## config.mk

```make
export PLATFORM = sky130hd
export DESIGN_NAME = hwd_byte_emit
export DESIGN_NICKNAME = d
export VERILOG_FILES = /design/src/design/huffman_tree_walk_utf8_decoder_macros.svh /design/src/design/hwd_pkg.sv /design/src/design/hwd_byte_emit.sv
export SDC_FILE = /design/constraint.sdc
export NUM_CORES = 1
export LEC_CHECK = 0
export BUFFER_PORTS_ARGS = -buffer_cell sky130_fd_sc_hd__buf_2
export CAP_MARGIN = 0
export CORE_ASPECT_RATIO = 0.75
export CORE_MARGIN = 3
export CORE_UTILIZATION = 54
export CTS_CLUSTER_SIZE = 16
export DETAILED_ROUTE_END_ITERATION = 8
export MAX_ROUTING_LAYER = met4
export PLACE_DENSITY = 0.71
export SLEW_MARGIN = 20
export SYNTH_ARGS = -nofsm -noshare
export SYNTH_HDL_FRONTEND = slang
export SYNTH_SLANG_ARGS = --single-unit
```

## constraint.sdc

```tcl
create_clock -name clock -period 3.2 [get_ports clock]
set_input_delay 0.32 -clock clock [delete_from_list [all_inputs] [get_ports clock]]
set_output_delay 0.32 -clock clock [all_outputs]
set_load 0.02 [all_outputs]
```

## src/design/huffman_tree_walk_utf8_decoder_macros.svh

```systemverilog
// Assertion macros for the Huffman tree-walk UTF-8 decoder.
// Used by the top level only; expects signals named clock and reset in scope.
`ifndef HUFFMAN_TREE_WALK_UTF8_DECODER_MACROS_SVH
`define HUFFMAN_TREE_WALK_UTF8_DECODER_MACROS_SVH

// same-cycle implication, off while reset is high
`define HWD_ASSERT_IMPL(name, ante, cons) \
   name: assert property (@(posedge clock) disable iff (reset) (ante) |-> (cons)) \
      else $error("huffman decoder: same-cycle check failed");

// next-cycle implication, off while reset is high
`define HWD_ASSERT_NEXT(name, ante, cons) \
   name: assert property (@(posedge clock) disable iff (reset) (ante) |=> (cons)) \
      else $error("huffman decoder: next-cycle check failed");

`endif

```

## src/design/hwd_pkg.sv

```systemverilog
// Shared types, constants and helpers for the Huffman tree-walk UTF-8 decoder.
// No dependencies; imported by every module of the block.
package hwd_pkg;

   localparam int unsigned NODE_COUNT_DEF = 1024;
   localparam int unsigned IDX_W          = 10;
   localparam int unsigned SYM_W          = 32;
   localparam int unsigned BYTE_W         = 8;
   localparam int unsigned REQ_TDATA_W    = 64;

   // item kinds carried on req_tuser
   localparam logic MODE_WRITE = 1'b0;
   localparam logic MODE_BIT   = 1'b1;

   // UTF-8 lead-byte tests
   localparam logic [SYM_W-1:0] MASK_4B = 32'hF000_0000;
   localparam logic [SYM_W-1:0] PAT_4B  = 32'hF000_0000;
   localparam logic [SYM_W-1:0] MASK_3B = 32'hFFE0_0000;
   localparam logic [SYM_W-1:0] PAT_3B  = 32'h00E0_0000;
   localparam logic [SYM_W-1:0] MASK_2B = 32'hFFFF_C000;
   localparam logic [SYM_W-1:0] PAT_2B  = 32'h0000_C000;

   // one node table entry
   typedef struct packed {
      logic [IDX_W-1:0] left;
      logic [IDX_W-1:0] right;
      logic [SYM_W-1:0] sym;
   } node_entry_type;

   // symbol handed from the walker to the byte emitter
   typedef struct packed {
      logic             valid;
      logic [SYM_W-1:0] sym;
      logic [1:0]       last_pos;  // index of the first (most significant) byte sent
   } sym_push_type;

   // emitter fill level seen by the walker
   typedef struct packed {
      logic [1:0] count;
   } emit_status_type;

   // byte count minus one, from the lead-byte mask tests
   function automatic logic [1:0] sym_last_pos(input logic [SYM_W-1:0] sym);
      logic [1:0] pos;
      priority if ((sym & MASK_4B) == PAT_4B) pos = 2'd3;
      else if ((sym & MASK_3B) == PAT_3B)     pos = 2'd2;
      else if ((sym & MASK_2B) == PAT_2B)     pos = 2'd1;
      else                                    pos = 2'd0;
      return pos;
   endfunction

endpackage

```

## src/design/hwd_byte_emit.sv

```systemverilog
// Byte emitter: three-symbol queue, sends each symbol most significant byte first.
// Receives symbols from the walker as sym_push_type; uses hwd_pkg.
module hwd_byte_emit
   import hwd_pkg::*;
(
   input  logic              clock,
   input  logic              reset,
   input  sym_push_type      push,
   output emit_status_type   status,
   output logic              rsp_tvalid,
   input  logic              rsp_tready,
   output logic [BYTE_W-1:0] rsp_tdata,   // out_byte[7:0]
   output logic              rsp_tlast    // last_byte
);

   localparam logic [1:0] Q_LAST = 2'd2;  // highest queue slot

   logic [SYM_W-1:0] q_sym_ff [3];
   logic [1:0]       q_pos_ff [3];
   logic [1:0]       rd_ptr_ff, rd_ptr_in;
   logic [1:0]       wr_ptr_ff, wr_ptr_in;
   logic [1:0]       count_ff,  count_in;
   logic [1:0]       head_pos;
   logic             fire;
   logic             pop;

   // head of queue drives the result beat
   assign head_pos   = q_pos_ff[rd_ptr_ff];
   assign rsp_tvalid = (count_ff != 2'd0);
   assign rsp_tdata  = q_sym_ff[rd_ptr_ff][{head_pos, 3'b000} +: BYTE_W];
   assign rsp_tlast  = (head_pos == 2'd0);
   assign fire       = rsp_tvalid && rsp_tready;
   assign pop        = fire && rsp_tlast;
   assign status     = '{count: count_ff};

   // pointer and fill-count next values, pointers wrap after the last slot
   always_comb begin
      rd_ptr_in = rd_ptr_ff;
      wr_ptr_in = wr_ptr_ff;
      if (pop) begin
         rd_ptr_in = (rd_ptr_ff == Q_LAST) ? 2'd0 : rd_ptr_ff + 2'd1;
      end
      if (push.valid) begin
         wr_ptr_in = (wr_ptr_ff == Q_LAST) ? 2'd0 : wr_ptr_ff + 2'd1;
      end
      unique case ({push.valid, pop})
         2'b10:   count_in = count_ff + 2'd1;
         2'b01:   count_in = count_ff - 2'd1;
         default: count_in = count_ff;
      endcase
   end

   always_ff @(posedge clock) begin
      if (reset) begin
         rd_ptr_ff <= 2'd0;
         wr_ptr_ff <= 2'd0;
         count_ff  <= 2'd0;
      end else begin
         rd_ptr_ff <= rd_ptr_in;
         wr_ptr_ff <= wr_ptr_in;
         count_ff  <= count_in;
      end
   end

   // queue payload: load on push, count down the head byte position per beat
   always_ff @(posedge clock) begin
      if (push.valid) begin
         q_sym_ff[wr_ptr_ff] <= push.sym;
         q_pos_ff[wr_ptr_ff] <= push.last_pos;
      end
      if (fire && !rsp_tlast) begin
         q_pos_ff[rd_ptr_ff] <= head_pos - 2'd1;
      end
   end

endmodule

```

# --- Word level (Yosys, flattened, before mapping) ---
# Memory sizes are Yosys's and may differ from the RTL's. A register that Yosys moved wholly into a read port is not among the register bits.
# Cells that the tools add are included.
# W data, S select, Z words.
word_totals:
  wordCells: 33
  inputBits: 38
  output_inout_bits: 12
  mem_bits_rw: 102
  n_memories: 2
  regBits: 6
classes:
  n_addsub: 5
  n_eq_ne: 4
  n_mux: 11
  reduce_logical: 7
  shifts: 1
mem_list:
  columns: ["name", "depth", "word_bits", "rd", "rd_ports_with_merged_regs", "write_ports", "line_no", "rtl"]
  rows:
  - ["q_sym_ff", 3, 32, 1, 1, 1, "hwd_byte_emit.sv:18", "logic [SYM_W-1:0] q_sym_ff [3];"]
  - ["q_pos_ff", 3, 2, 1, 1, 2, "hwd_byte_emit.sv:19", "logic [1:0] q_pos_ff [3];"]
ops:
  columns: ["operator", "n"]
  rows:
  - ["$shiftx A32 B6 Y8", 1]
  - ["$mux W2", 6]
  - ["$add A2 B1 Y2 const B", 3]
  - ["$eq A2 B2 Y1 const B", 3]
  - ["$mux W1", 4]
  - ["$pmux W2 S2", 1]
  - ["$reduce_bool A2 Y1", 2]
  - ["$sub A2 B1 Y2 const B", 2]
  - ["$logic_and A1 B1 Y1", 3]
  - ["$eq A2 B1 Y1 const B", 1]
  - ["$logic_not A2 Y1", 1]
  - ["$logic_not A1 Y1", 1]

# --- Depth between registers and ports, before layout ---
# Gate-level depths: netlist of run 1.
depth:
  ltp_word: 5
  depth_mapped: 11

# --- Worst setup path before layout of run 1 ---
# Ideal clock, no wire load.
synth_timing:
  path_type: "reg-to-reg"
  start: "register (tool-made name)"
  end: "register count_ff[1], in the netlist status[1]"
  stages_incl_launch_ff: 11
  path_slack_ns: 0.579
  setup_ns: 0.070
  synth_period_minus_slack_ns: 2.621
  arrival_time_ns: 2.551
  path_cell_list: "dfxtp_1 -> buf_6 -> mux2_4 -> mux2i_4 -> buf_6 -> ha_1 -> nand3_1 -> inv_1 -> ha_1 -> or3_1 -> a21oi_1"
synth_lines:
  columns: ["item", "line_no", "rtl"]
  rows:
  - ["end signal: assignment", "hwd_byte_emit.sv:61", "count_ff <= count_in;"]
  - ["end: declaration", "hwd_byte_emit.sv:22", "logic [1:0] count_ff, count_in;"]

==> flow_summary_export.csv, run 1 <==
group,metric,value,unit
drt,dr.pass1.iters,4,
power,power_leakage,1.764,nW
cts,cts.sinks,110,
sta,setup_viol,0,
cts,cts.htree.levels,3,
global_routing,grt_overflow,0,
global_routing,grtUsageMet3,6.844,%
yosys,synthFlopType,"edfxtp_1",
sta,tightest_slew,668.1,ps
sta,finalHoldViolations,0,
yosys,synth_area_leaders,"edfxtp_1 69%, mux2i_1 13%, dfxtp_1 3.6%",
yosys,yosysSeqAreaShare,72.18,%
yosys,syn_inst,295,
cts,clk_pin_slew,100,ps
setup_path,critPathKind,"flip-flop to primary output",
floorplanning,die_w,111.0,um
yosys,yosysTopAreaCell,"edfxtp_1",
sta,period_needed,2672,ps
placed_design,port_buffers,49,
global_routing,track_usage,18.00,%
cts,cts_tree,"done",
drt,drt_iter0_drc,125,
floorplanning,initial_core_util,56.15,%
global_routing,grt_util_met1,21.40,%
global_routing,grtUsageMet2,29.57,%
power,peakVddDrop,0.3200,mV
yosys,postSynthAreaPerCell,15.14,sq um
cts,clock_path_buffers,2,
setup_path,worstRegToRegCells,9,
sta,report.final.slew_viol_count,0,
drt,vias,2439,
power,power-per-cell-area,557.3,nW/um^2
status,status,"finished clean",
placed_design,dp_hpwl,4.820,mm
floorplanning,num_rows,28,
sta,rsz0062_at_grt,"no",
setup_path,required,2880,ps
cts,cts_resized,0,
setup_path,crit_fanout,17,
yosys,yosysMostFrequentCell,"edfxtp_1",
yosys,synth_edf_count,102,
cts,cts_setup_buffers,0,
layout,nFillCells,587,
layout,utilization,63.04,%
layout,diodes,0,
yosys,async_reset_ff_share,0,%
layout,drive_gt1_share,21.97,%
drt,drc_errors,0,
sta,finalCritPeriodShare,83.50,%
yosys,ys_ff_latch,110,
yosys,netlist_area,4466,sq um
global_routing,grt_pass1_vias,2454,
setup_path,r2r_setup_slack,660,ps
cts,clock_latency,370,ps
floorplanning,core-area,7953,sq um
yosys,synth_top_area_share,68.59,%
placed_design,dpl_cell_area,4833,sq um
yosys,synth_nets,335,
floorplanning,die-area,9408,sq um
setup_path,end_kind,"primary output",
sta,fin_tns_setup,0,ps
layout,area_growth,12.27,%
drt,ant_nets,0,
cts,hold_buffers,0,
floorplanning,ios,50,
setup_path,reg2reg_to,"status[1]",
global_routing,antenna_found_initial,0,
yosys,yosysWarnings,0,
drt,wirelength,7.425,mm
hold_path,hold_class,"input port to flip-flop",
yosys,synth_common_cells,"102 x edfxtp_1, 57 x mux2i_1, 36 x nand2_1",
drt,wl_per_cell,16.14,um
global_routing,grt_max_degree,49,
global_routing,grt-busiest-layer,"met2",
setup_path,crit_arrival,2350,ps
setup_path,crit_end,"rsp_tdata[0]",
cts,cts_buffers,9,
job,cap_violations,0,
cts,cts_root_buffer,"clkbuf_8",
layout,postLayoutCellArea,5014,sq um
setup_path,start_kind,"flip-flop",
placed_design,finalWeightedCongestion,0.8597,
global_routing,grt_pass1_wl,12.32,mm
sta,max_slew_margin,54.83,%
drt,viasPerCell,5.302,
layout,final_nets,390,
sta,fmax,374.2,MHz
yosys,synth_cell_type_count,28,
floorplanning,die_h,84.76,um
sta,finClkSkew,7.597,ps
[registers in the layout (all words and copies together), names as in the netlist, named ones only]
signal and count:
q_pos_ff 6, status 2, q_sym_ff 96, wr_ptr_ff 2, rd_ptr_ff 2
[worst max-delay path: stages (launching register included)]
cell and delay, ps:
dfxtp_1 500, clkinv_1 310, mux2i_4 230, buf_4 310, mux2i_1 120, a221oi_1 290, buf_2 220
[power breakdown]
group / total, mW / switching [mW] / leakage (nW) / internal (mW)
sequential: 1.67 / 0.0229 / 1.01 / 1.64
combinational: 0.378 / 0.228 / 0.664 / 0.150
clock: 0.751 / 0.454 / 0.0907 / 0.297
[worst min-delay path by stage]
| stage | startpoint | endpoint | slack [ps] | depth (start not counted) |
|---|---|---|---|---|
| 2_1_floorplan | reset | status[1] | 390 | 1 |
| 3_3_place_gp | wr_ptr_ff[1] | wr_ptr_ff[1] | 470 | 2 |
| 3_5_place_dp | wr_ptr_ff[1] | wr_ptr_ff[1] | 500 | 2 |
| 4_1_cts | push[23] | q_sym_ff[0][21] | 120 | 1 |
| 5_1_grt | push[11] | q_sym_ff[0][9] | 110 | 1 |
| 6_report | push[23] | q_sym_ff[0][21] | 140 | 1 |
[kinds of logic (layout without fill, tap and decap cells)]
| logic type | after synthesis | count (layout) | share of synthesized area, % |
|---|---|---|---|
| xor gates and xnor gates | 2 | 2 | 0.3923 |
| DFF | 110 | 110 | 72.18 |
| muxes | 60 | 60 | 13.87 |
| AOI/OAI and AO/OA | 43 | 43 | 5.155 |
| and+or+nand+nor | 57 | 57 | 5.632 |
| adders and majority gates | 2 | 2 | 0.5603 |
| buffers and inverters | 21 | 81 | 2.213 |
[metal layers]
layer  wire length [um]  part of all wire (%)
met1               3258                    44
met2               3692                    50
met3                410                   5.5
met4                 63                  0.85
met5                  0                     0
[cells in the final DEF, fill, tap and decap left out, drive strengths merged, types with 3 or more instances in the layout]
cell type / instances
edfxtp: 102
mux2i: 58
buf: 56
nand2: 36
o21ai: 32
inv: 11
clkbuf: 10
dfxtp: 8
a21oi: 7
nor2: 7
nor2b: 4
or3: 3
clkinv: 3
[area by class of cell]
type                            count  area (sq um)  share of cell area, %
Clock buffer                       10         127.6                  2.546
Clock inverter                      6         52.55                  1.048
Inverter                            9         33.78                 0.6738
Multi-Input combinational cell    164          1146                  22.86
Sequential cell                   110          3224                  64.31
Tap cell                          105         131.4                  2.620
Timing Repair Buffer               56         297.8                  5.940
[per-stage QoR]
stage | std cells | hold WS [ps] | setup WS, ps | power (mW)
detailed placement | 444 | 502.0 | 708.3 | 2.081
global route | 460 | 107.7 | 290.2 | 2.952
finish | 460 | 140.8 | 528.0 | 2.794
floorplan | 295 | 389.1 | 578.8 | 1.949
CTS | 460 | 120.4 | 428.0 | 2.828
global placement | 444 | 468.5 | 791.8 | 2.073
(Power assumes the default switching activity.)
==> run 2: changes to the inputs <==
--- a/config.mk
+++ b/config.mk
@@ -5,6 +5,7 @@
 export SDC_FILE = /design/constraint.sdc
 export NUM_CORES = 1
 export LEC_CHECK = 0
+export ABC_AREA = 1
 export BUFFER_PORTS_ARGS = -buffer_cell sky130_fd_sc_hd__buf_2
 export CAP_MARGIN = 0
 export CORE_ASPECT_RATIO = 0.75
==> constraint.sdc (replaced) <==
create_clock -name clock -period 2.53 [get_ports clock]
set_input_delay 0.253 -clock clock [delete_from_list [all_inputs] [get_ports clock]]
set_output_delay 0.253 -clock clock [all_outputs]
set_load 0.02 [all_outputs]
==> run 2 against run 1 <==
  * Power grew 44%
  * Sequential cell count unchanged
  * Utilization rose by 1.7 points
  * Sequential power grew 26%
  * Via count grew 25%
  * Clock skew decreased by 2.2 ps
  * Synthesized area rose by 4.8%
  * Die area grew 4.5%
  * Worst setup slack worse by 180 ps
  * Critical path type unchanged
  * Sequential share of layout area is 3.3 points lower
==> flow_summary_export.csv, run 2 <==
group,metric,value,unit
status,status,"finished clean",
setup_path,crit_arrival,1930,ps
drt,wirelength,9.248,mm
yosys,synth_cell_type_count,27,
hold_path,hold_class,"input port to flip-flop",
setup_path,required,2280,ps
yosys,synth_common_cells,"163 x nand2_1, 102 x edfxtp_1, 48 x nand3_1",
sta,tightest_slew,487.9,ps
setup_path,max_stage_delay,430,ps
yosys,ys_ff_latch,110,
power,power-per-cell-area,762.0,nW/um^2
power,switching_share,26.78,%
yosys,synthFlopType,"edfxtp_1",
layout,drive_gt1_share,18.83,%
floorplanning,ios,50,
cts,cts.sinks,110,
sta,setup_viol,0,
sta,finalHoldViolations,0,
setup_path,slowest_stage,"dfxtp_1",
setup_path,crit_top_cell,"nand2_1",
global_routing,antenna_found_initial,0,
yosys,yosysTopAreaCell,"edfxtp_1",
floorplanning,core-area,8163,sq um
yosys,async_reset_ff_share,0,%
power,combPwrFrac,15.2,%
floorplanning,num_rows,28,
setup_path,cp_top_family,"buffers and inverters",
cts,cts_buffers,9,
yosys,yosys.area_share.xor_xnor,0.1872,%
sta,max_slew_margin,67.47,%
yosys,synthSimpleGateAreaFrac,24.73,%
yosys,yosysMostFrequentCell,"nand2_1",
setup_path,crit_fanout,31,
layout,final_cell_mix,"163 x nand2_1, 102 x edfxtp_1, 49 x buf_2",
drt,ant_nets,0,
setup_path,critPathKind,"flip-flop to primary output",
global_routing,grt_max_degree,43,
yosys,synthAdderAreaFrac,0.5348,%
yosys,netlist_area,4679,sq um
cts,clock_path_buffers,2,
cts,clock_latency,340,ps
placed_design,finalWeightedCongestion,0.8455,
drt,viasPerCell,5.223,
sta,period_needed,2179,ps
job,cap_violations,0,
power,peakVddDrop,0.5318,mV
layout,largest_reg_flops,96,
yosys,syn_inst,421,
yosys,synth_nets,461,
global_routing,grt_overflow,0,
yosys,yosysWarnings,0,
setup_path,crit_chain,"buf_4, nor2_1, nor2_1, nand2_1, nand2_1, nand3_1, nand2_1, buf_2",
drt,drt_iter0_drc,274,
yosys,muxShareOfSynthArea,0,%
cts,cts_tree,"done",
layout,largest-register,"q_sym_ff",
global_routing,grt_pass1_vias,2818,
sta,finClkSkew,5.376,ps
sta,report.final.slew_viol_count,0,
layout,diodes,0,
floorplanning,die_w,113.5,um
power,share_seq_of_total_power,52.3,%
layout,reg_top3,"q_sym_ff (96), q_pos_ff (6)",
drt,wl_per_cell,15.86,um
sta,fmax,459.0,MHz
layout,final_common_cell,"nand2_1",
sta,rsz0062_at_grt,"no",
layout,area_growth,12.94,%
floorplanning,die_h,86.62,um
setup_path,r2r_setup_slack,410,ps
yosys,synth_top_family_by_area,"simple AND/OR/NAND/NOR gates",
floorplanning,die-area,9831,sq um
cts,cts_resized,0,
drt,drc_errors,0,
global_routing,grt_pass1_wl,14.73,mm
power,power_leakage,2.157,nW
drt,vias,3045,
placed_design,dp_hpwl,6.044,mm
cts,cts_setup_buffers,0,
layout,nFillCells,641,
power,net-switching-power,1.079,mW
cts,clk_pin_slew,70,ps
sta,finalCritPeriodShare,86.12,%
setup_path,start_kind,"flip-flop",
cts,cts.htree.levels,3,
power,power.internal,2.949,mW
yosys,postSynthAreaPerCell,11.12,sq um
yosys,synth_compound_area_share,2.086,%
yosys,synth_top_area_share,65.45,%
setup_path,crit_buf_inv,2,
power,clkPwrFrac,32.5,%
sta,fin_tns_setup,0,ps
drt,dr.pass1.iters,4,
floorplanning,initial_core_util,57.33,%
cts,hold_buffers,0,
global_routing,track_usage,20.83,%
yosys,synth_area_leaders,"edfxtp_1 65%, nand2_1 13%, nand3_1 5.1%",
sta,whs,103.5,ps
placed_design,port_buffers,49,
layout,final_nets,513,
yosys,yosysSeqAreaShare,68.88,%
yosys,synth_edf_count,102,
setup_path,end_kind,"primary output",
cts,cts_root_buffer,"clkbuf_16",
[run 2: layout make-up]
| class | count | area, sq um | area share [%] |
|---|---|---|---|
| clock buffers | 9 | 225.2 | 4.261 |
| clock inverters | 7 | 55.05 | 1.042 |
| inverters | 13 | 51.30 | 0.9706 |
| multi-input cells | 282 | 1294 | 24.48 |
| flip-flops and latches | 110 | 3223 | 60.98 |
| well taps | 105 | 131.4 | 2.486 |
| repair buffers | 57 | 305.3 | 5.777 |
[run 2: routing by layer]
metal | global-route usage [%] | vias up | wire length (um)
met5 | - | - | 0
met4 | 6.769 | 0 | 153
met3 | 5.513 | 13 | 716
met2 | 30.30 | 122 | 4287
met1 | 28.86 | 1390 | 4091
li1 | - | 1520 | -
[run 2: stage by stage]
| step | instances | instance area [sq um] | total power [mW] | worst slack (ps) | utilization, % |
|---|---|---|---|---|---|
| 5_1_grt | 583 | 5285 | 4.232 | 200.8 | 64.75 |
| 3_5_place_dp | 567 | 5005 | 2.761 | 452.4 | 61.31 |
| 3_3_place_gp | 567 | 5005 | 2.752 | 522.4 | 61.31 |
| 6_report | 583 | 5285 | 4.027 | 351.1 | 64.75 |
| 4_1_cts | 583 | 5285 | 4.052 | 352.8 | 64.75 |
| 2_1_floorplan | 421 | 4682 | 2.549 | 128.5 | - |
[run 2: power by group through the flow]
| stage | Sequential (mW) | Combinational, mW | Clock [mW] |
|---|---|---|---|
| floorplan | 2.15 | 0.402 | 0 |
| global placement | 2.14 | 0.607 | 0 |
| detailed placement | 2.15 | 0.614 | 0 |
| CTS | 2.11 | 0.618 | 1.33 |
| global route | 2.11 | 0.693 | 1.43 |
| finish | 2.11 | 0.613 | 1.31 |
[run 2: worst paths after layout]
path,cells past startpoint,to,start
min,1,q_sym_ff[0][29],push[31]
max reg2reg,11,status[1],flip-flop
max,8,rsp_tdata[2],flip-flop
min reg2reg,2,wr_ptr_ff[0],wr_ptr_ff[0]
[run 2: cell families after synthesis]
family | after synthesis
and+or+nand+nor | 264
AOI/OAI and AO/OA | 15
adders and majority gates | 2
buffers and inverters | 29
DFF | 110
xor gates and xnor gates | 1
